`src/rtl/vdrc_pkg.sv`:
```
// shared types, register indexes, reset values and event codes of the disconnect controller
`timescale 1ns / 1ps
package vdrc_pkg;

	localparam int LEVEL_W    = 12;
	localparam int TIME_W     = 32;
	localparam int CFG_IDX_W  = 3;
	localparam int CFG_DATA_W = 32;

	localparam logic [CFG_IDX_W-1:0] REG_LOW_DISC  = 3'd0;
	localparam logic [CFG_IDX_W-1:0] REG_HIGH_DISC = 3'd1;
	localparam logic [CFG_IDX_W-1:0] REG_LOW_RECON = 3'd2;
	localparam logic [CFG_IDX_W-1:0] REG_HIGH_RECON = 3'd3;
	localparam logic [CFG_IDX_W-1:0] REG_FAULT_DELAY = 3'd4;

	localparam logic [LEVEL_W-1:0] RST_LOW_DISC   = 12'd1150;
	localparam logic [LEVEL_W-1:0] RST_HIGH_DISC  = 12'd1450;
	localparam logic [LEVEL_W-1:0] RST_LOW_RECON  = 12'd1250;
	localparam logic [LEVEL_W-1:0] RST_HIGH_RECON = 12'd1400;
	localparam logic [TIME_W-1:0]  RST_FAULT_DELAY = 32'd5000;

	typedef enum logic [2:0] {
		EV_NONE        = 3'd0,
		EV_FAULT_START = 3'd1,
		EV_TRIP        = 3'd2,
		EV_FAULT_CLEAR = 3'd3,
		EV_RECONNECT   = 3'd4
	} event_t;

	typedef struct packed {
		logic [LEVEL_W-1:0] low_disc;
		logic [LEVEL_W-1:0] high_disc;
		logic [LEVEL_W-1:0] low_recon;
		logic [LEVEL_W-1:0] high_recon;
		logic [TIME_W-1:0]  fault_delay;
	} cfg_t;

	typedef struct packed {
		logic [TIME_W-1:0]  now_time;
		logic [LEVEL_W-1:0] output_level;
		logic [LEVEL_W-1:0] battery_level;
		logic [LEVEL_W-1:0] supply_level;
	} sample_t;

	typedef struct packed {
		logic              relay_closed;
		logic              alarm_active;
		logic [TIME_W-1:0] alarm_begin;
	} state_t;

	typedef struct packed {
		logic   relay_closed_now;
		logic   set_pulse;
		logic   reset_pulse;
		logic   fault_pending;
		event_t event_code;
	} result_t;

endpackage

```
`src/rtl/vdrc_cfg_regs.sv`:
```
// configuration register file of the disconnect controller
`timescale 1ns / 1ps
module vdrc_cfg_regs (
	input  logic                               clk,
	input  logic                               arst_n,
	input  logic                               wr_en,
	input  logic [vdrc_pkg::CFG_IDX_W-1:0]     index,
	input  logic [vdrc_pkg::CFG_DATA_W-1:0]    data,
	output vdrc_pkg::cfg_t                     cfg
);
	import vdrc_pkg::*;

	cfg_t cfg_q;

	always_ff @(posedge clk or negedge arst_n) begin
		if (!arst_n) begin
			cfg_q.low_disc    <= RST_LOW_DISC;
			cfg_q.high_disc   <= RST_HIGH_DISC;
			cfg_q.low_recon   <= RST_LOW_RECON;
			cfg_q.high_recon  <= RST_HIGH_RECON;
			cfg_q.fault_delay <= RST_FAULT_DELAY;
		end else if (wr_en) begin
			unique case (index)
				REG_LOW_DISC:    cfg_q.low_disc    <= data[LEVEL_W-1:0];
				REG_HIGH_DISC:   cfg_q.high_disc   <= data[LEVEL_W-1:0];
				REG_LOW_RECON:   cfg_q.low_recon   <= data[LEVEL_W-1:0];
				REG_HIGH_RECON:  cfg_q.high_recon  <= data[LEVEL_W-1:0];
				REG_FAULT_DELAY: cfg_q.fault_delay <= data[TIME_W-1:0];
				default: ;
			endcase
		end
	end

	assign cfg = cfg_q;

endmodule

```
`src/rtl/vdrc_core.sv`:
```
// per-sample decision logic: fault timing, trip, clear and reconnect
`timescale 1ns / 1ps
module vdrc_core (
	input  vdrc_pkg::cfg_t    cfg,
	input  vdrc_pkg::sample_t smp,
	input  vdrc_pkg::state_t  st,
	output vdrc_pkg::state_t  st_nxt,
	output vdrc_pkg::result_t res
);
	import vdrc_pkg::*;

	logic               fault;
	logic               in_window;
	logic [TIME_W-1:0]  elapsed;
	logic [LEVEL_W-1:0] vmin;
	logic [LEVEL_W-1:0] vmax;
	logic               set_p;
	logic               rst_p;
	event_t             ev;

	assign fault     = (smp.output_level < cfg.low_disc) || (smp.output_level > cfg.high_disc);
	assign in_window = (smp.output_level > cfg.low_disc) && (smp.output_level < cfg.high_disc);
	assign elapsed   = smp.now_time - st.alarm_begin;
	assign vmin      = (smp.battery_level < smp.supply_level) ? smp.battery_level
	                                                          : smp.supply_level;
	assign vmax      = (smp.battery_level > smp.supply_level) ? smp.battery_level
	                                                          : smp.supply_level;

	always_comb begin
		st_nxt = st;
		set_p  = 1'b0;
		rst_p  = 1'b0;
		ev     = EV_NONE;
		if (st.relay_closed) begin
			if (fault) begin
				if (!st.alarm_active) begin
					st_nxt.alarm_active = 1'b1;
					st_nxt.alarm_begin  = smp.now_time;
					ev = EV_FAULT_START;
				end else if (elapsed > cfg.fault_delay) begin
					st_nxt.relay_closed = 1'b0;
					st_nxt.alarm_active = 1'b0;
					st_nxt.alarm_begin  = '0;
					rst_p = 1'b1;
					ev = EV_TRIP;
				end
			end else if (in_window && st.alarm_active) begin
				st_nxt.alarm_active = 1'b0;
				st_nxt.alarm_begin  = '0;
				ev = EV_FAULT_CLEAR;
			end
		end else if ((vmax > cfg.low_recon) && (vmin < cfg.high_recon)) begin
			st_nxt.relay_closed = 1'b1;
			set_p = 1'b1;
			ev = EV_RECONNECT;
		end
	end

	assign res.relay_closed_now = st_nxt.relay_closed;
	assign res.set_pulse        = set_p;
	assign res.reset_pulse      = rst_p;
	assign res.fault_pending    = st_nxt.alarm_active;
	assign res.event_code       = ev;

endmodule

```
`src/rtl/voltage_disconnect_relay_control.sv`:
```
// top level of the low-voltage disconnect relay controller
//
//   channel  handshake            payload
//   in       in_valid / in_ready  now_time, output_level, battery_level, supply_level
//   out      out_valid/ out_ready relay_closed_now, set_pulse, reset_pulse,
//                                 fault_pending, event_code
//   cfg      cfg_wr_en            cfg_index, cfg_data
//
// one item per cycle sustained while out_ready is high; a result is offered once its item
// has passed the input register and then the result register
// reset opens the relay, clears any pending fault and loads the default thresholds
// when out_ready is low the result holds, the input stage holds behind it and
// in_ready drops only once both stages are full
`timescale 1ns / 1ps
module voltage_disconnect_relay_control (
	input  logic                            clk,
	input  logic                            arst_n,
	input  logic                            in_valid,
	output logic                            in_ready,
	input  logic [vdrc_pkg::TIME_W-1:0]     now_time,
	input  logic [vdrc_pkg::LEVEL_W-1:0]    output_level,
	input  logic [vdrc_pkg::LEVEL_W-1:0]    battery_level,
	input  logic [vdrc_pkg::LEVEL_W-1:0]    supply_level,
	output logic                            out_valid,
	input  logic                            out_ready,
	output logic                            relay_closed_now,
	output logic                            set_pulse,
	output logic                            reset_pulse,
	output logic                            fault_pending,
	output logic [2:0]                      event_code,
	input  logic                            cfg_wr_en,
	input  logic [vdrc_pkg::CFG_IDX_W-1:0]  cfg_index,
	input  logic [vdrc_pkg::CFG_DATA_W-1:0] cfg_data
);
	import vdrc_pkg::*;

	cfg_t    cfg;
	sample_t smp_s1;
	logic    vld_s1;
	result_t res_s2;
	logic    vld_s2;
	state_t  st_q;
	state_t  st_nxt;
	result_t res;
	logic    in_acc;
	logic    adv_s1;

	vdrc_cfg_regs u_cfg (
		.clk    (clk),
		.arst_n (arst_n),
		.wr_en  (cfg_wr_en),
		.index  (cfg_index),
		.data   (cfg_data),
		.cfg    (cfg)
	);

	vdrc_core u_core (
		.cfg    (cfg),
		.smp    (smp_s1),
		.st     (st_q),
		.st_nxt (st_nxt),
		.res    (res)
	);

	assign adv_s1   = vld_s1 && (!vld_s2 || out_ready);
	assign in_ready = !vld_s1 || adv_s1;
	assign in_acc   = in_valid && in_ready;

	always_ff @(posedge clk or negedge arst_n) begin
		if (!arst_n) begin
			vld_s1 <= 1'b0;
			vld_s2 <= 1'b0;
			st_q   <= '0;
		end else begin
			vld_s1 <= in_acc || (vld_s1 && !adv_s1);
			vld_s2 <= adv_s1 || (vld_s2 && !out_ready);
			if (adv_s1) begin
				st_q <= st_nxt;
			end
		end
	end

	always_ff @(posedge clk) begin
		if (in_acc) begin
			smp_s1.now_time      <= now_time;
			smp_s1.output_level  <= output_level;
			smp_s1.battery_level <= battery_level;
			smp_s1.supply_level  <= supply_level;
		end
		if (adv_s1) begin
			res_s2 <= res;
		end
	end

	assign out_valid        = vld_s2;
	assign relay_closed_now = res_s2.relay_closed_now;
	assign set_pulse        = res_s2.set_pulse;
	assign reset_pulse      = res_s2.reset_pulse;
	assign fault_pending    = res_s2.fault_pending;
	assign event_code       = res_s2.event_code;

`ifndef SYNTHESIS
	a_pulse_excl: assert property (@(posedge clk) disable iff (!arst_n)
		out_valid |-> !(set_pulse && reset_pulse))
		else $error("set and reset pulse together");

	a_trip_opens: assert property (@(posedge clk) disable iff (!arst_n)
		(out_valid && reset_pulse) |-> (!relay_closed_now && !fault_pending))
		else $error("trip left relay closed or fault pending");

	a_set_closes: assert property (@(posedge clk) disable iff (!arst_n)
		(out_valid && set_pulse) |-> (relay_closed_now && !fault_pending))
		else $error("reconnect without closed relay");

	a_state_follows: assert property (@(posedge clk) disable iff (!arst_n)
		adv_s1 |=> (st_q.relay_closed == res_s2.relay_closed_now
			&& st_q.alarm_active == res_s2.fault_pending))
		else $error("state register out of step with result");
`endif

endmodule
```
`config.mk`:
```
export PLATFORM = sky130hd
export DESIGN_NAME = voltage_disconnect_relay_control
export DESIGN_NICKNAME = d
export VERILOG_FILES = /design/src/rtl/vdrc_pkg.sv /design/src/rtl/vdrc_cfg_regs.sv /design/src/rtl/vdrc_core.sv /design/src/rtl/voltage_disconnect_relay_control.sv
export SDC_FILE = /design/constraint.sdc
export NUM_CORES = 1
export LEC_CHECK = 0
export ABC_AREA = 1
export BUFFER_PORTS_ARGS = -buffer_cell sky130_fd_sc_hd__buf_2
export CAP_MARGIN = 20
export CELL_PAD_IN_SITES_DETAIL_PLACEMENT = 1
export CELL_PAD_IN_SITES_GLOBAL_PLACEMENT = 1
export CORE_UTILIZATION = 38
export CTS_BUF_LIST = sky130_fd_sc_hd__clkbuf_4 sky130_fd_sc_hd__clkbuf_8
export CTS_CLUSTER_DIAMETER = 100
export CTS_CLUSTER_SIZE = 20
export DETAILED_ROUTE_END_ITERATION = 12
export GPL_TIMING_DRIVEN = 0
export PLACE_DENSITY_LB_ADDON = 0.1
export SKIP_CTS_REPAIR_TIMING = 1
export SYNTH_ARGS = -nofsm -noshare
export SYNTH_HDL_FRONTEND = slang
export SYNTH_SLANG_ARGS = --single-unit
```
`constraint.sdc`:
```
create_clock -name clk -period 3.8 [get_ports clk]
set_input_delay 1.14 -clock clk [delete_from_list [all_inputs] [get_ports clk]]
set_output_delay 1.14 -clock clk [all_outputs]
set_load 0.02 [all_outputs]
```
# == Yosys cells after proc, flatten, opt, wreduce, memory -nomap -nowiden ==
# Cells that the tools add are included.
# totals
mem_count,0
output_inout_bits,9
ram_bits,0
latch_bits,0
register_bits,191
rom_bits,0
# op_classes
eq_ne,5
mul,0
bitwise,0
n_reduce_logical,25
n_div,0
shift,0
order_cmp,9
add_sub_neg,1
muxes,18
# op_table
op,count
$mux 33,4
$gt 12x12->1,4
$lt 12x12->1,4
$mux 34,1
$gt 32x32->1,1
$sub 32x32->32,1
$mux 12,2
$reduce_and 2->1,5
$mux 2,4
$logic_and 1x1->1,7
$eq 3x2->1 const B,2
$mux 3,2
$logic_or 1x1->1,5
$mux 1,5
$logic_not 1->1,4
$reduce_and 4->1,1
$eq 3x1->1 const B,1
$eq 3x3->1 const B,1
$logic_not 3->1,1
$ne 3x3->1 const B,1
$reduce_and 3->1,1
$reduce_bool 2->1,1

# == Logic depth before layout (Yosys ltp) ==
# Gate-level depths: netlist of the first run.
# logic_depth
depth_word,6
ltp_mapped,28

# == Hierarchy ==
# A second synthesis of the first run with hierarchy kept.
# hier_totals
hier_cells,1656
hier_area_um2,12743.5
# modules_own_cells
mod,area_each_um2,instances,cells_per_inst,seq_area_each_um2
vdrc_core,5754.3,1,1062,0.0
voltage_disconnect_relay_control,3727.3,1,234,3153.0
vdrc_cfg_regs,3261.9,1,360,2038.2

# == Worst setup path after synthesis of the first run ==
# OpenSTA, ideal clock, no wires.
# synth_timing
path_kind,register to register
from,register smp_s1[36] (netlist bit)
to,register st_q[10] (netlist bit)
required_time_ns,3.683
t_arrival_ns,3.345
stages_incl_launch_ff,25
slack_ns,0.338
path_cell_list,edfxtp_1 -> inv_1 -> ha_1 -> inv_1 -> fa_1 -> nand3_1 -> nand2_1 -> a31oi_1 -> o21ai_1 -> a21boi_0 -> o21ai_1 -> xor2_1 -> ha_1 -> nand2_1 -> nor2_1 -> inv_1 -> nor4_1 -> nand2_1 -> nand3_1 -> nand2_1 -> nand2_2 -> nand2_4 -> buf_6 -> nand2_2 -> o21ai_2
# synth_via
elab_chain_len,4
# synth_lines
item,line,text
from (decl),voltage_disconnect_relay_control.sv:38,sample_t smp_s1;
$sub 32x32->32,vdrc_core.sv:23,assign elapsed = smp.now_time - st.alarm_begin;
$gt 32x32->1,vdrc_core.sv:40,end else if (elapsed > cfg.fault_delay) begin
$ne 3x3->1 (no source line),n/a,
$reduce_and 4->1 (no source line),n/a,
to (signal assigned),voltage_disconnect_relay_control.sv:78,st_q <= st_nxt;
to (decl),voltage_disconnect_relay_control.sv:42,state_t st_q;
# No other way between the ends.
# A chain may end at the register's enable or synchronous reset.

# == Worst setup path after layout of the first run ==
# layout_timing
from,register smp_s1[36] (netlist bit)
to,register st_q[8] (netlist bit)
# Same word-level chain as after synthesis.

==> results of run 1 <==
## critical path: cells and delay by family, from the launching register on
family	cells	cell delay [ns]
flip-flops	1	0.40
AND/OR/NAND/NOR	18	1.72
AO/OA/AOI/OAI	2	0.26
XOR/XNOR	1	0.16
adder cells (fa/ha/maj)	3	0.86
buffers and inverters	5	0.49
## logic make-up after synthesis
logic type,count (synthesis)
AOI/OAI and AO/OA,268
xor gates and xnor gates,30
adders and majority gates,123
buffers and inverters,242
DFF,190
and+or+nand+nor,427
## area by class of cell
| type | instances | area, sq um |
|---|---|---|
| multi-input cells | 848 | 5379 |
| clock inverters | 15 | 190.2 |
| repair buffers | 130 | 808.3 |
| well taps | 384 | 480.5 |
| fillers | 3474 | 15770 |
| flip-flops and latches | 190 | 5161 |
| clock buffers | 17 | 234.0 |
| plain buffers | 27 | 188.9 |
| inverters | 214 | 805.8 |
## cell usage after synthesis (2+ instances only)
cell	instances
sky130_fd_sc_hd__o211ai_1	2
sky130_fd_sc_hd__buf_6	6
sky130_fd_sc_hd__o21a_1	2
sky130_fd_sc_hd__clkbuf_1	17
sky130_fd_sc_hd__nand2_1	275
sky130_fd_sc_hd__nand3b_1	2
sky130_fd_sc_hd__nor2_2	2
sky130_fd_sc_hd__nand4_1	15
sky130_fd_sc_hd__ha_1	122
sky130_fd_sc_hd__nand2_2	24
sky130_fd_sc_hd__edfxtp_1	74
sky130_fd_sc_hd__a221oi_1	2
sky130_fd_sc_hd__a21o_1	5
sky130_fd_sc_hd__o21ai_1	8
sky130_fd_sc_hd__a21boi_0	2
sky130_fd_sc_hd__o21bai_1	6
sky130_fd_sc_hd__nor3_1	9
sky130_fd_sc_hd__xor2_1	21
sky130_fd_sc_hd__nor2_1	69
sky130_fd_sc_hd__nand3_1	23
sky130_fd_sc_hd__o21ai_2	35
sky130_fd_sc_hd__xnor2_1	9
sky130_fd_sc_hd__dfrtp_1	87
sky130_fd_sc_hd__nor4_2	2
sky130_fd_sc_hd__inv_1	214
sky130_fd_sc_hd__a31oi_1	5
sky130_fd_sc_hd__o21ai_0	103
sky130_fd_sc_hd__a21oi_2	3
sky130_fd_sc_hd__buf_2	4
sky130_fd_sc_hd__a21oi_1	89
sky130_fd_sc_hd__dfstp_2	29
## report_power, final
part | switching (uW) | leakage (uW) | internal [uW]
registers | 230 | 0.00209 | 2540
logic | 2170 | 0.00410 | 1430
clock network | 884 | 0.000214 | 567
total | 3290 | 0.00640 | 4540
## through the flow
| stage | power (uW) | setup WS, ns | setup TNS (ns) | std cells | utilization |
|---|---|---|---|---|---|
| 2_1_floorplan | 5223 | 0.3376 | 0 | 1280 | - |
| 3_3_place_gp | 6042 | -0.5401 | -30.67 | 1780 | 0.4268 |
| 3_5_place_dp | 6156 | -0.5882 | -20.39 | 1782 | 0.4290 |
| 4_1_cts | 7647 | -0.6173 | -20.92 | 1814 | 0.4436 |
| 5_1_grt | 8525 | -0.3856 | -12.97 | 1825 | 0.4566 |
| 6_report | 7823 | -0.1730 | -4.783 | 1825 | 0.4566 |
## registers in the layout, indices dropped and copies added, names as in the netlist
register and cells:
vld_s1 1, st_q 34, out_valid 1, u_cfg.cfg 80, set_pulse 1, event_code 2
smp_s1 68, reset_pulse 1, relay_closed_now 1, fault_pending 1
## routing by layer
metal  part of all wire  global-route usage  up-vias
li1                   -                   -     4492
met1               0.51              0.2847     4206
met2               0.44              0.3066      120
met3              0.034             0.03329       14
met4             0.0073             0.04239        0
met5                  0                   0        -
## worst min-delay path by stage
stage                                           end  slack, ns                 startpoint  cells past startpoint
after global placement         st_q[19]$_DFFE_PN0P_       0.47       st_q[19]$_DFFE_PN0P_                      2
after global routing      u_cfg.cfg[43]$_DFFE_PN0P_       0.47                     arst_n                      1
final                     u_cfg.cfg[60]$_DFFE_PN0P_       0.49                     arst_n                      1
after detailed placement        st_q[2]$_DFFE_PN0P_       0.47        st_q[2]$_DFFE_PN0P_                      2
after floorplan           u_cfg.cfg[10]$_DFFE_PN0P_       0.45  u_cfg.cfg[10]$_DFFE_PN0P_                      2
after CTS                 u_cfg.cfg[43]$_DFFE_PN0P_       0.46                     arst_n                      1
==> impl_metrics.sql, run 1 <==
INSERT INTO impl_metrics (metric_group, metric, value, unit) VALUES
('cts', 'htree_levels', '4', ''),
('synth', 'yosys.area.top_type', 'sky130_fd_sc_hd__edfxtp_1', ''),
('worst_setup_path', 'timing_endpoint_of_the_critical_path', 'st_q[8]$_DFFE_PN0P_', ''),
('timing', 'max_slew.worst_pin.slew', '0.6165', 'ns'),
('synth', 'synth-seq-cells', '190', ''),
('place', 'dp_hpwl', '22.51', 'mm'),
('finish', 'final_common_cell', 'sky130_fd_sc_hd__nand2_1', ''),
('timing', 'report.final.hold_viol_count', '0', ''),
('timing', 'setup_skew_after_layout', '0.01919', 'ns'),
('worst_setup_path', 'crit_path_max_incr_delay', '0.40', 'ns'),
('worst_setup_path', 'critPathSlowestCell', 'sky130_fd_sc_hd__edfxtp_1', ''),
('timing', 'max_freq', '0.2517', 'GHz'),
('drt', 'ant_nets', '0', ''),
('worst_setup_path', 'worst_r2r_startpoint', 'smp_s1[36]$_DFFE_PP_', ''),
('job', 'max_cap_violations', '0', ''),
('drt', 'routed_wire_length_per_instance', '15.90', 'um'),
('timing', 'slew_viol_final', '0', ''),
('floorplan', 'floorplan.core_area', '29010', 'sq um'),
('synth', 'synthesis.area', '11320', 'sq um'),
('synth', 'combinational_family_with_the_most_area_after_synthesis', 'simple AND/OR/NAND/NOR gates', ''),
('synth', 'post-synth-top-area-fraction', '0.1963', ''),
('power', 'vdd.ir_drop.worst', '0.2818', 'mV'),
('floorplan', 'chipHeight', '174.6', 'um'),
('status', 'violated_checks', 'negative setup slack', ''),
('synth', 'post_synthesis_adder_cell_area_fraction', '0.1366', ''),
('synth', 'synthMuxAreaShare', '0', ''),
('global_route', 'grt_antenna_before_repair', '0', ''),
('cts', 'clkLatencyLatePin', '0.51', 'ns'),
('timing', 'final_setup_viols', '32', ''),
('finish', 'flow.area_growth_from_synthesis', '17.01', '%'),
('cts', 'tritoncts', 'yes', ''),
('global_route', 'grt_first_pass_wirelength', '46.64', 'mm'),
('timing', 'rsz0062_at_grt', 'yes', ''),
('floorplan', 'start_util', '0.3902', ''),
('timing', 'layout_setup_ws', '-0.1730', 'ns'),
('timing', 'slew_headroom', '0.5878', ''),
('worst_setup_path', 'cp.arrival', '4.40', 'ns'),
('status', 'status', 'finished, violations left', ''),
('drt', 'vias_per_cell', '4.839', ''),
('floorplan', 'floorplan.die_area', '30490', 'sq um'),
('finish', 'finalInstanceArea', '13250', 'sq um'),
('power', 'leakage_power_of_the_design', '0.006401', 'uW'),
('drt', 'drtPass1Iterations', '4', ''),
('floorplan', 'ioPinCount', '117', ''),
('worst_hold_path', 'hold_path_class', 'input port to asynchronous set/reset pin', ''),
('synth', 'main_area_contributors_after_synthesis', 'sky130_fd_sc_hd__edfxtp_1, sky130_fd_sc_hd__dfrtp_1, sky130_fd_sc_hd__ha_1, sky130_fd_sc_hd__nand2_1, sky130_fd_sc_hd__inv_1', ''),
('place', 'dpl_cell_area', '12450', 'sq um'),
('finish', 'layout.nets', '1659', ''),
('synth', 'ys_async_sr_fraction', '0.6105', ''),
('floorplan', 'dieWidth', '174.6', 'um'),
('worst_setup_path', 'reg2regPathDepth', '29', ''),
('drt', 'first_iter_violations', '285', ''),
('worst_setup_path', 'worst_r2r_endpoint', 'st_q[8]$_DFFE_PN0P_', ''),
('worst_setup_path', 'cp-startpoint', 'smp_s1[36]$_DFFE_PP_', ''),
('worst_setup_path', 'crit_top_cell', 'sky130_fd_sc_hd__nand2_2', ''),
('place', 'port_buffers', '116', ''),
('synth', 'synth.distinct_cells', '45', ''),
('worst_setup_path', 'endpoint_kind', 'register', ''),
('cts', 'clk_root_buffer_cell', 'sky130_fd_sc_hd__clkbuf_8', ''),
('synth', 'synthFlopType', 'sky130_fd_sc_hd__dfrtp_1', ''),
('drt', 'finalWirelength', '29.01', 'mm'),
('finish', 'post_route_cells_drive_above_1_share', '0.2179', ''),
('worst_setup_path', 'required', '4.23', 'ns'),
('global_route', 'globalRouteTotalUtil', '0.1964', ''),
('cts', 'cts_num_sinks', '190', ''),
('floorplan', 'fp-row-count', '62', ''),
('worst_setup_path', 'r2r_setup_slack', '-0.17', 'ns'),
('global_route', 'grt_pass1_vias', '8942', ''),
('cts', 'clk_transition_reported_paths', '0.11', 'ns'),
('synth', 'synthesized_area_fraction_occupied_by_and_or_nand_nor_cells', '0.1592', ''),
('timing', 'hold_slack', '0.4947', 'ns');
No activity file was read; power rests on OpenSTA's default activity.
==> inputs of run 2 (changes only) <==
--- a/config.mk
+++ b/config.mk
@@ -12,3 +12,3 @@
 export CELL_PAD_IN_SITES_GLOBAL_PLACEMENT = 1
-export CORE_UTILIZATION = 38
+export CORE_UTILIZATION = 45
 export CTS_BUF_LIST = sky130_fd_sc_hd__clkbuf_4 sky130_fd_sc_hd__clkbuf_8
@@ -20,2 +20,3 @@
 export SKIP_CTS_REPAIR_TIMING = 1
+export SLEW_MARGIN = 20
 export SYNTH_ARGS = -nofsm -noshare
==> constraint.sdc (replaced) <==
create_clock -name clk -period 3.8 [get_ports clk]
set_input_delay 0.38 -clock clk [delete_from_list [all_inputs] [get_ports clk]]
set_output_delay 0.38 -clock clk [all_outputs]
set_load 0.02 [all_outputs]
==> run 2 against run 1 <==
Against the previous run: the flow still finishes with violations (negative setup slack); sequential cell count stayed put; first-iteration DRC count is 34% higher; maximum frequency is 0.86% lower; sequential power hardly changed; worst hold slack worse by 0.45 ns; utilization is 7.9 points higher; sequential share of layout area is 0.35 points higher; total power is 0.61% higher; global-route usage is 4.1 points higher; combinational power is 2% higher; clock-buffer cell count is 4 higher; critical path type unchanged.
==> impl_metrics.sql, run 2 (same netlist as run 1, synthesis figures left out) <==
INSERT INTO impl_metrics (metric_group, metric, value, unit) VALUES
('cts', 'tritoncts', 'yes', ''),
('place', 'port_buffers', '116', ''),
('worst_setup_path', 'cp.arrival', '4.42', 'ns'),
('worst_setup_path', 'critical_path_class', 'register to register', ''),
('timing', 'layout_setup_ws', '-0.2073', 'ns'),
('drt', 'vias_per_cell', '5.128', ''),
('place', 'post-place-cells', '1722', ''),
('cts', 'tritoncts.num_buffers', '17', ''),
('cts', 'cts_num_sinks', '190', ''),
('place', 'dp_hpwl', '22.47', 'mm'),
('global_route', 'grt_antenna_before_repair', '0', ''),
('job', 'max_cap_violations', '0', ''),
('worst_setup_path', 'endpoint_kind', 'register', ''),
('timing', 'rsz0062_at_grt', 'yes', ''),
('floorplan', 'chipHeight', '160.6', 'um'),
('timing', 'max_slew.worst_pin.slew', '0.7194', 'ns'),
('floorplan', 'floorplan.die_area', '25800', 'sq um'),
('timing', 'max_freq', '0.2495', 'GHz'),
('worst_setup_path', 'crit_path_max_incr_delay', '0.41', 'ns'),
('timing', 'slew_viol_final', '0', ''),
('cts', 'cts_max_path_buffers', '2', ''),
('worst_hold_path', 'hold_path_class', 'input port to register', ''),
('status', 'status', 'finished, violations left', ''),
('power', 'leakage_power_of_the_design', '0.006382', 'uW'),
('finish', 'final_common_cell', 'sky130_fd_sc_hd__nand2_1', ''),
('timing', 'final_min_period_over_clock_period', '1.055', ''),
('drt', 'finalWirelength', '29.55', 'mm'),
('floorplan', 'fp-row-count', '57', ''),
('cts', 'clk_root_buffer_cell', 'sky130_fd_sc_hd__clkbuf_8', ''),
('finish', 'post_route_cells_drive_above_1_share', '0.2175', ''),
('timing', 'final.min_clock_period', '4.007', 'ns'),
('finish', 'number_of_flip_flops_under_the_largest_register_name', '80', ''),
('drt', 'drtPass1Iterations', '4', ''),
('finish', 'final-seq-area', '5161', 'sq um'),
('global_route', 'grt_first_pass_wirelength', '47.93', 'mm'),
('finish', 'total_area_of_multi_input_combinational_cells', '5371', 'sq um'),
('cts', 'clkLatencyLatePin', '0.50', 'ns'),
('finish', 'layout_common_cells', 'sky130_fd_sc_hd__nand2_1, sky130_fd_sc_hd__inv_1, sky130_fd_sc_hd__buf_2, sky130_fd_sc_hd__ha_1, sky130_fd_sc_hd__o21ai_0', ''),
('cts', 'htree_levels', '4', ''),
('timing', 'final_setup_viols', '37', ''),
('worst_hold_path', 'hold_depth', '1', ''),
('floorplan', 'start_util', '0.4615', ''),
('drt', 'via_count', '9067', ''),
('worst_setup_path', 'worst-path-max-fanout', '7', ''),
('global_route', 'grt_pass1_vias', '9431', ''),
('finish', 'num_antenna_cells', '0', ''),
('global_route', 'grt-ovfl-total', '0', ''),
('timing', 'setup_skew_after_layout', '0.03643', 'ns'),
('worst_setup_path', 'worstSetupStartpointType', 'register', ''),
('power', 'vdd.ir_drop.worst', '0.2648', 'mV'),
('worst_setup_path', 'crit_top_cell', 'sky130_fd_sc_hd__nand2_2', ''),
('drt', 'ant_nets', '0', ''),
('global_route', 'globalRouteTotalUtil', '0.2370', ''),
('finish', 'fin_util', '0.5352', ''),
('drt', 'first_iter_violations', '381', ''),
('drt', 'routed_wire_length_per_instance', '16.71', 'um'),
('finish', 'layout.nets', '1662', ''),
('worst_setup_path', 'reg2regPathDepth', '28', ''),
('floorplan', 'floorplan.core_area', '24530', 'sq um'),
('finish', 'flow.area_growth_from_synthesis', '15.97', '%'),
('place', 'gp_congestion', '0.8193', ''),
('drt', 'detail_route.drc_violations', '0', ''),
('timing', 'slew_headroom', '0.5187', ''),
('timing', 'report.final.hold_viol_count', '0', ''),
('floorplan', 'dieWidth', '160.6', 'um'),
('finish', 'layout.cells.non_filler', '1768', ''),
('finish', 'layout.filler_cells', '2961', ''),
('global_route', 'grt_start_max_net_pins', '81', ''),
('floorplan', 'ioPinCount', '117', ''),
('power', 'pwr_density_cell', '599.4', 'nW/um^2'),
('worst_setup_path', 'required', '4.21', 'ns'),
('cts', 'clk_transition_reported_paths', '0.13', 'ns'),
('status', 'violated_checks', 'negative setup slack', ''),
('worst_setup_path', 'critPathSlowestCell', 'sky130_fd_sc_hd__edfxtp_1', '');
[run 2: cell types whose count changed in the layout (fill, tap and decap cells not counted), sizes merged]
cell         delta
buf             +2
clkbuf          +3
dlygate4sd3     +1
inv             -4
nand2           +1
[run 2: path summary, 6_finish.rpt]
path	endpoint	startpoint	slack (ns)
min in group asynchronous	u_cfg.cfg[15]$_DFFE_PN0P_	arst_n	0.36
setup / recovery	st_q[15]$_DFFE_PN0P_	smp_s1[36]$_DFFE_PP_	-0.21
hold / removal	smp_s1[54]$_DFFE_PP_	now_time[18]	0.05
setup reg to reg	st_q[15]$_DFFE_PN0P_	smp_s1[36]$_DFFE_PP_	-0.21
max in group asynchronous	u_cfg.cfg[7]$_DFFE_PN1P_	arst_n	2.67
hold reg to reg	st_q[1]$_DFFE_PN0P_	st_q[1]$_DFFE_PN0P_	0.49
[run 2: layout make-up]
type                            instances  area share
Multi-Input combinational cell        849      0.4091
Sequential cell                       190      0.3931
Inverter                              214     0.06156
Timing Repair Buffer                  131     0.05918
Tap cell                              324     0.03087
Clock buffer                           21     0.02201
Buffer                                 28     0.01506
Clock inverter                         11    0.009148
[run 2: per-layer routing]
layer  routed length (um)  global-route usage  vias to the layer above  share of wire
li1                     -                   -                     4495              -
met1                14410              0.3303                     4411           0.49
met2                13930              0.3933                      137           0.47
met3                  833             0.02738                       24          0.028
met4                  368             0.05758                        0          0.012
met5                    0                   0                        -              0
[run 2: per-stage QoR]
stage | setup TNS, ns | hold slack [ns] | instance area [sq um] | total power, uW | setup WS, ns
after floorplan | 0 | 0.08441 | 11320 | 5223 | 0.3376
final | -5.902 | 0.04638 | 13130 | 7870 | -0.2073
after global routing | -15.34 | 0.03675 | 13130 | 8496 | -0.4538
after detailed placement | -22.61 | 0.3223 | 12370 | 6165 | -0.6582
after CTS | -23.06 | -0.2089 | 12780 | 7625 | -0.6782
after global placement | -18.27 | 0.4654 | 12310 | 5998 | -0.5268
[run 2: report_power, final]
| group | internal [uW] | total, uW | switching (uW) |
|---|---|---|---|
| registers | 2540 | 2770 | 222 |
| clock network | 610 | 1420 | 811 |
| logic | 1430 | 3680 | 2260 |
| total | 4580 | 7870 | 3290 |
[run 2: critical path: cells and delay by family, from the launching register on]
family	cells	cell delay, ns
XOR/XNOR	1	0.15
adder cells (fa/ha/maj)	3	0.87
AND/OR/NAND/NOR	18	1.83
AO/OA/AOI/OAI	2	0.27
buffers and inverters	4	0.38
flip-flops	1	0.41
==> inputs of run 3 (changes only) <==
- clock period: 3.8 -> 4.65 ns (I/O delays scaled with it)
==> run 3 against run 2 <==
Against the previous run: the run now ends clean; sequential share of layout area increased by 0.97 points; clock power shrank 18%; sequential cell count unchanged; via count down 1.4%; maximum frequency shrank 6.4%; non-clock buffer count decreased by 12; utilization decreased by 1.3 points; worst hold slack better by 0.092 ns; final area down 2.4%; routed wire length down 3.1%.
==> impl_metrics.sql, run 3 (same netlist as run 1, synthesis figures left out) <==
INSERT INTO impl_metrics (metric_group, metric, value, unit) VALUES
('power', 'vdd.ir_drop.worst', '0.2073', 'mV'),
('finish', 'layout_common_cells', 'sky130_fd_sc_hd__nand2_1, sky130_fd_sc_hd__inv_1, sky130_fd_sc_hd__ha_1', ''),
('place', 'gp_congestion', '0.8193', ''),
('cts', 'tritoncts', 'yes', ''),
('drt', 'detail_route.drc_violations', '0', ''),
('worst_setup_path', 'cp-startpoint', 'smp_s1[36]$_DFFE_PP_', ''),
('cts', 'cts_max_path_buffers', '2', ''),
('timing', 'final.min_clock_period', '4.281', 'ns'),
('worst_setup_path', 'crit_chain', 'inv_1, ha_1, inv_1, fa_1, nand3_1, nand2_1, a31oi_1, o21ai_1, a21boi_1, o21ai_1, xor2_1, ha_1, nand2_1, nor2_1, inv_1, nor4_1, nand2_1, nand3_1, nand2_1, nand2_2, nand2_8, buf_6, nand2_2, o21ai_2', ''),
('place', 'dpl_cell_area', '12370', 'sq um'),
('worst_setup_path', 'cp.arrival', '4.65', 'ns'),
('floorplan', 'floorplan.die_area', '25800', 'sq um'),
('drt', 'ant_nets', '0', ''),
('finish', 'final_common_cell', 'sky130_fd_sc_hd__nand2_1', ''),
('power', 'sw_ratio', '0.4140', ''),
('drt', 'finalWirelength', '28.64', 'mm'),
('power', 'p_switching', '2564', 'uW'),
('worst_setup_path', 'endpoint_kind', 'register', ''),
('global_route', 'grt-ovfl-total', '0', ''),
('timing', 'report.final.hold_viol_count', '0', ''),
('finish', 'layout.cells.non_filler', '1755', ''),
('global_route', 'grt_pass1_vias', '9431', ''),
('place', 'dp_hpwl', '22.47', 'mm'),
('timing', 'final_setup_viols', '0', ''),
('drt', 'first_iter_violations', '375', ''),
('timing', 'hold_slack', '0.1382', 'ns'),
('cts', 'tritoncts.num_buffers', '17', ''),
('global_route', 'globalRouteTotalUtil', '0.2370', ''),
('global_route', 'grt_start_max_net_pins', '81', ''),
('worst_setup_path', 'crit_path_max_incr_delay', '0.42', 'ns'),
('floorplan', 'start_util', '0.4615', ''),
('finish', 'finalInstanceArea', '12810', 'sq um'),
('power', 'seqPwrFrac', '0.364', ''),
('worst_setup_path', 'crit_top_cell', 'sky130_fd_sc_hd__nand2_1', ''),
('job', 'max_cap_violations', '0', ''),
('cts', 'clk_root_buffer_cell', 'sky130_fd_sc_hd__clkbuf_8', ''),
('worst_hold_path', 'hold_path.startpoint', 'now_time[20]', ''),
('cts', 'clk_transition_reported_paths', '0.13', 'ns'),
('timing', 'max_freq', '0.2336', 'GHz'),
('worst_setup_path', 'worst_r2r_startpoint', 'smp_s1[36]$_DFFE_PP_', ''),
('timing', 'totalNegativeSetupSlack', '0', 'ns'),
('power', 'power_frac_comb', '0.449', ''),
('place', 'port_buffers', '116', ''),
('worst_setup_path', 'critical_path_class', 'register to register', ''),
('floorplan', 'chipHeight', '160.6', 'um'),
('drt', 'vias_per_cell', '5.095', ''),
('cts', 'htree_levels', '4', ''),
('cts', 'cts_num_sinks', '190', ''),
('finish', 'number_of_flip_flops_under_the_largest_register_name', '80', ''),
('status', 'status', 'completed', ''),
('worst_setup_path', 'required', '5.02', 'ns'),
('timing', 'max_slew.worst_pin.slew', '0.6285', 'ns'),
('power', 'clockPowerShare', '0.187', ''),
('finish', 'post_route_cells_drive_above_1_share', '0.1852', ''),
('cts', 'clkLatencyLatePin', '0.49', 'ns'),
('worst_setup_path', 'worstSetupStartpointType', 'register', ''),
('finish', 'flow.area_growth_from_synthesis', '13.17', '%'),
('floorplan', 'dieWidth', '160.6', 'um'),
('global_route', 'grt_first_pass_wirelength', '47.93', 'mm'),
('timing', 'final_min_period_over_clock_period', '0.9207', ''),
('worst_setup_path', 'worst-path-max-fanout', '10', ''),
('floorplan', 'ioPinCount', '117', ''),
('power', 'cell_internal_pwr', '3630', 'uW'),
('floorplan', 'fp-row-count', '57', ''),
('drt', 'via_count', '8942', ''),
('power', 'leakage_power_of_the_design', '0.006255', 'uW'),
('worst_hold_path', 'hold_path_class', 'input port to register', ''),
('drt', 'routed_wire_length_per_instance', '16.32', 'um'),
('finish', 'num_antenna_cells', '0', ''),
('finish', 'layout.nets', '1649', ''),
('power', 'pwr_density_cell', '483.4', 'nW/um^2'),
('worst_setup_path', 'critPathSlowestCell', 'sky130_fd_sc_hd__fa_1', ''),
('timing', 'slew_viol_final', '0', ''),
('timing', 'slew_headroom', '0.5798', ''),
('place', 'post-place-cells', '1722', ''),
('global_route', 'grt_antenna_before_repair', '0', ''),
('timing', 'setup_skew_after_layout', '0.03203', 'ns'),
('drt', 'drtPass1Iterations', '5', ''),
('floorplan', 'floorplan.core_area', '24530', 'sq um');
## run 3: power by group through the flow
stage | sequential (uW) | combinational, uW | clock (uW)
final | 2260 | 2780 | 1160
after global placement | 2280 | 2620 | 0
after global routing | 2290 | 3190 | 1240
after detailed placement | 2290 | 2750 | 0
after floorplan | 2250 | 2020 | 0
after CTS | 2260 | 2790 | 1190
## run 3: metal layers
layer	vias up	GRT usage	routed length (um)
met5	-	0	0
met4	0	0.05758	340
met3	23	0.02738	926
met2	147	0.3933	13350
met1	4308	0.3303	14020
li1	4464	-	-
## run 3: area by class of cell
type | count | area, sq um
fillers | 2987 | 11720
multi-input cells | 848 | 5221
flip-flops and latches | 190 | 5161
inverters | 214 | 805.8
repair buffers | 119 | 651.9
well taps | 324 | 405.4
clock buffers | 21 | 289.0
plain buffers | 28 | 158.9
clock inverters | 11 | 120.1
## run 3: worst paths after layout
| path | to | slack, ns | cells after the start |
|---|---|---|---|
| setup / recovery | st_q[23]$_DFFE_PN0P_ | 0.37 | 24 |
| hold / removal | smp_s1[56]$_DFFE_PP_ | 0.14 | 1 |
| setup reg to reg | st_q[23]$_DFFE_PN0P_ | 0.37 | 24 |
| hold reg to reg | st_q[22]$_DFFE_PN0P_ | 0.49 | 2 |
| max in group asynchronous | u_cfg.cfg[9]$_DFFE_PN1P_ | 3.43 | 3 |
| min in group asynchronous | u_cfg.cfg[15]$_DFFE_PN0P_ | 0.46 | 2 |
## run 3: through the flow
stage	power, uW	util	setup slack, ns
after floorplan	4268	-	1.188
after global placement	4902	0.5017	0.3232
after detailed placement	5038	0.5043	0.1918
after CTS	6231	0.5210	0.1718
after global routing	6716	0.5223	-0.03287
final	6195	0.5223	0.3689
## run 3: worst max-delay path: cells and delay by family, from the launching register on
family	cells	cell delay, ns
DFF	1	0.41
xor gates and xnor gates	1	0.16
and+or+nand+nor	11	1.36
AOI/OAI and AO/OA	5	0.96
buffers and inverters	4	0.42
adders and majority gates	3	0.86
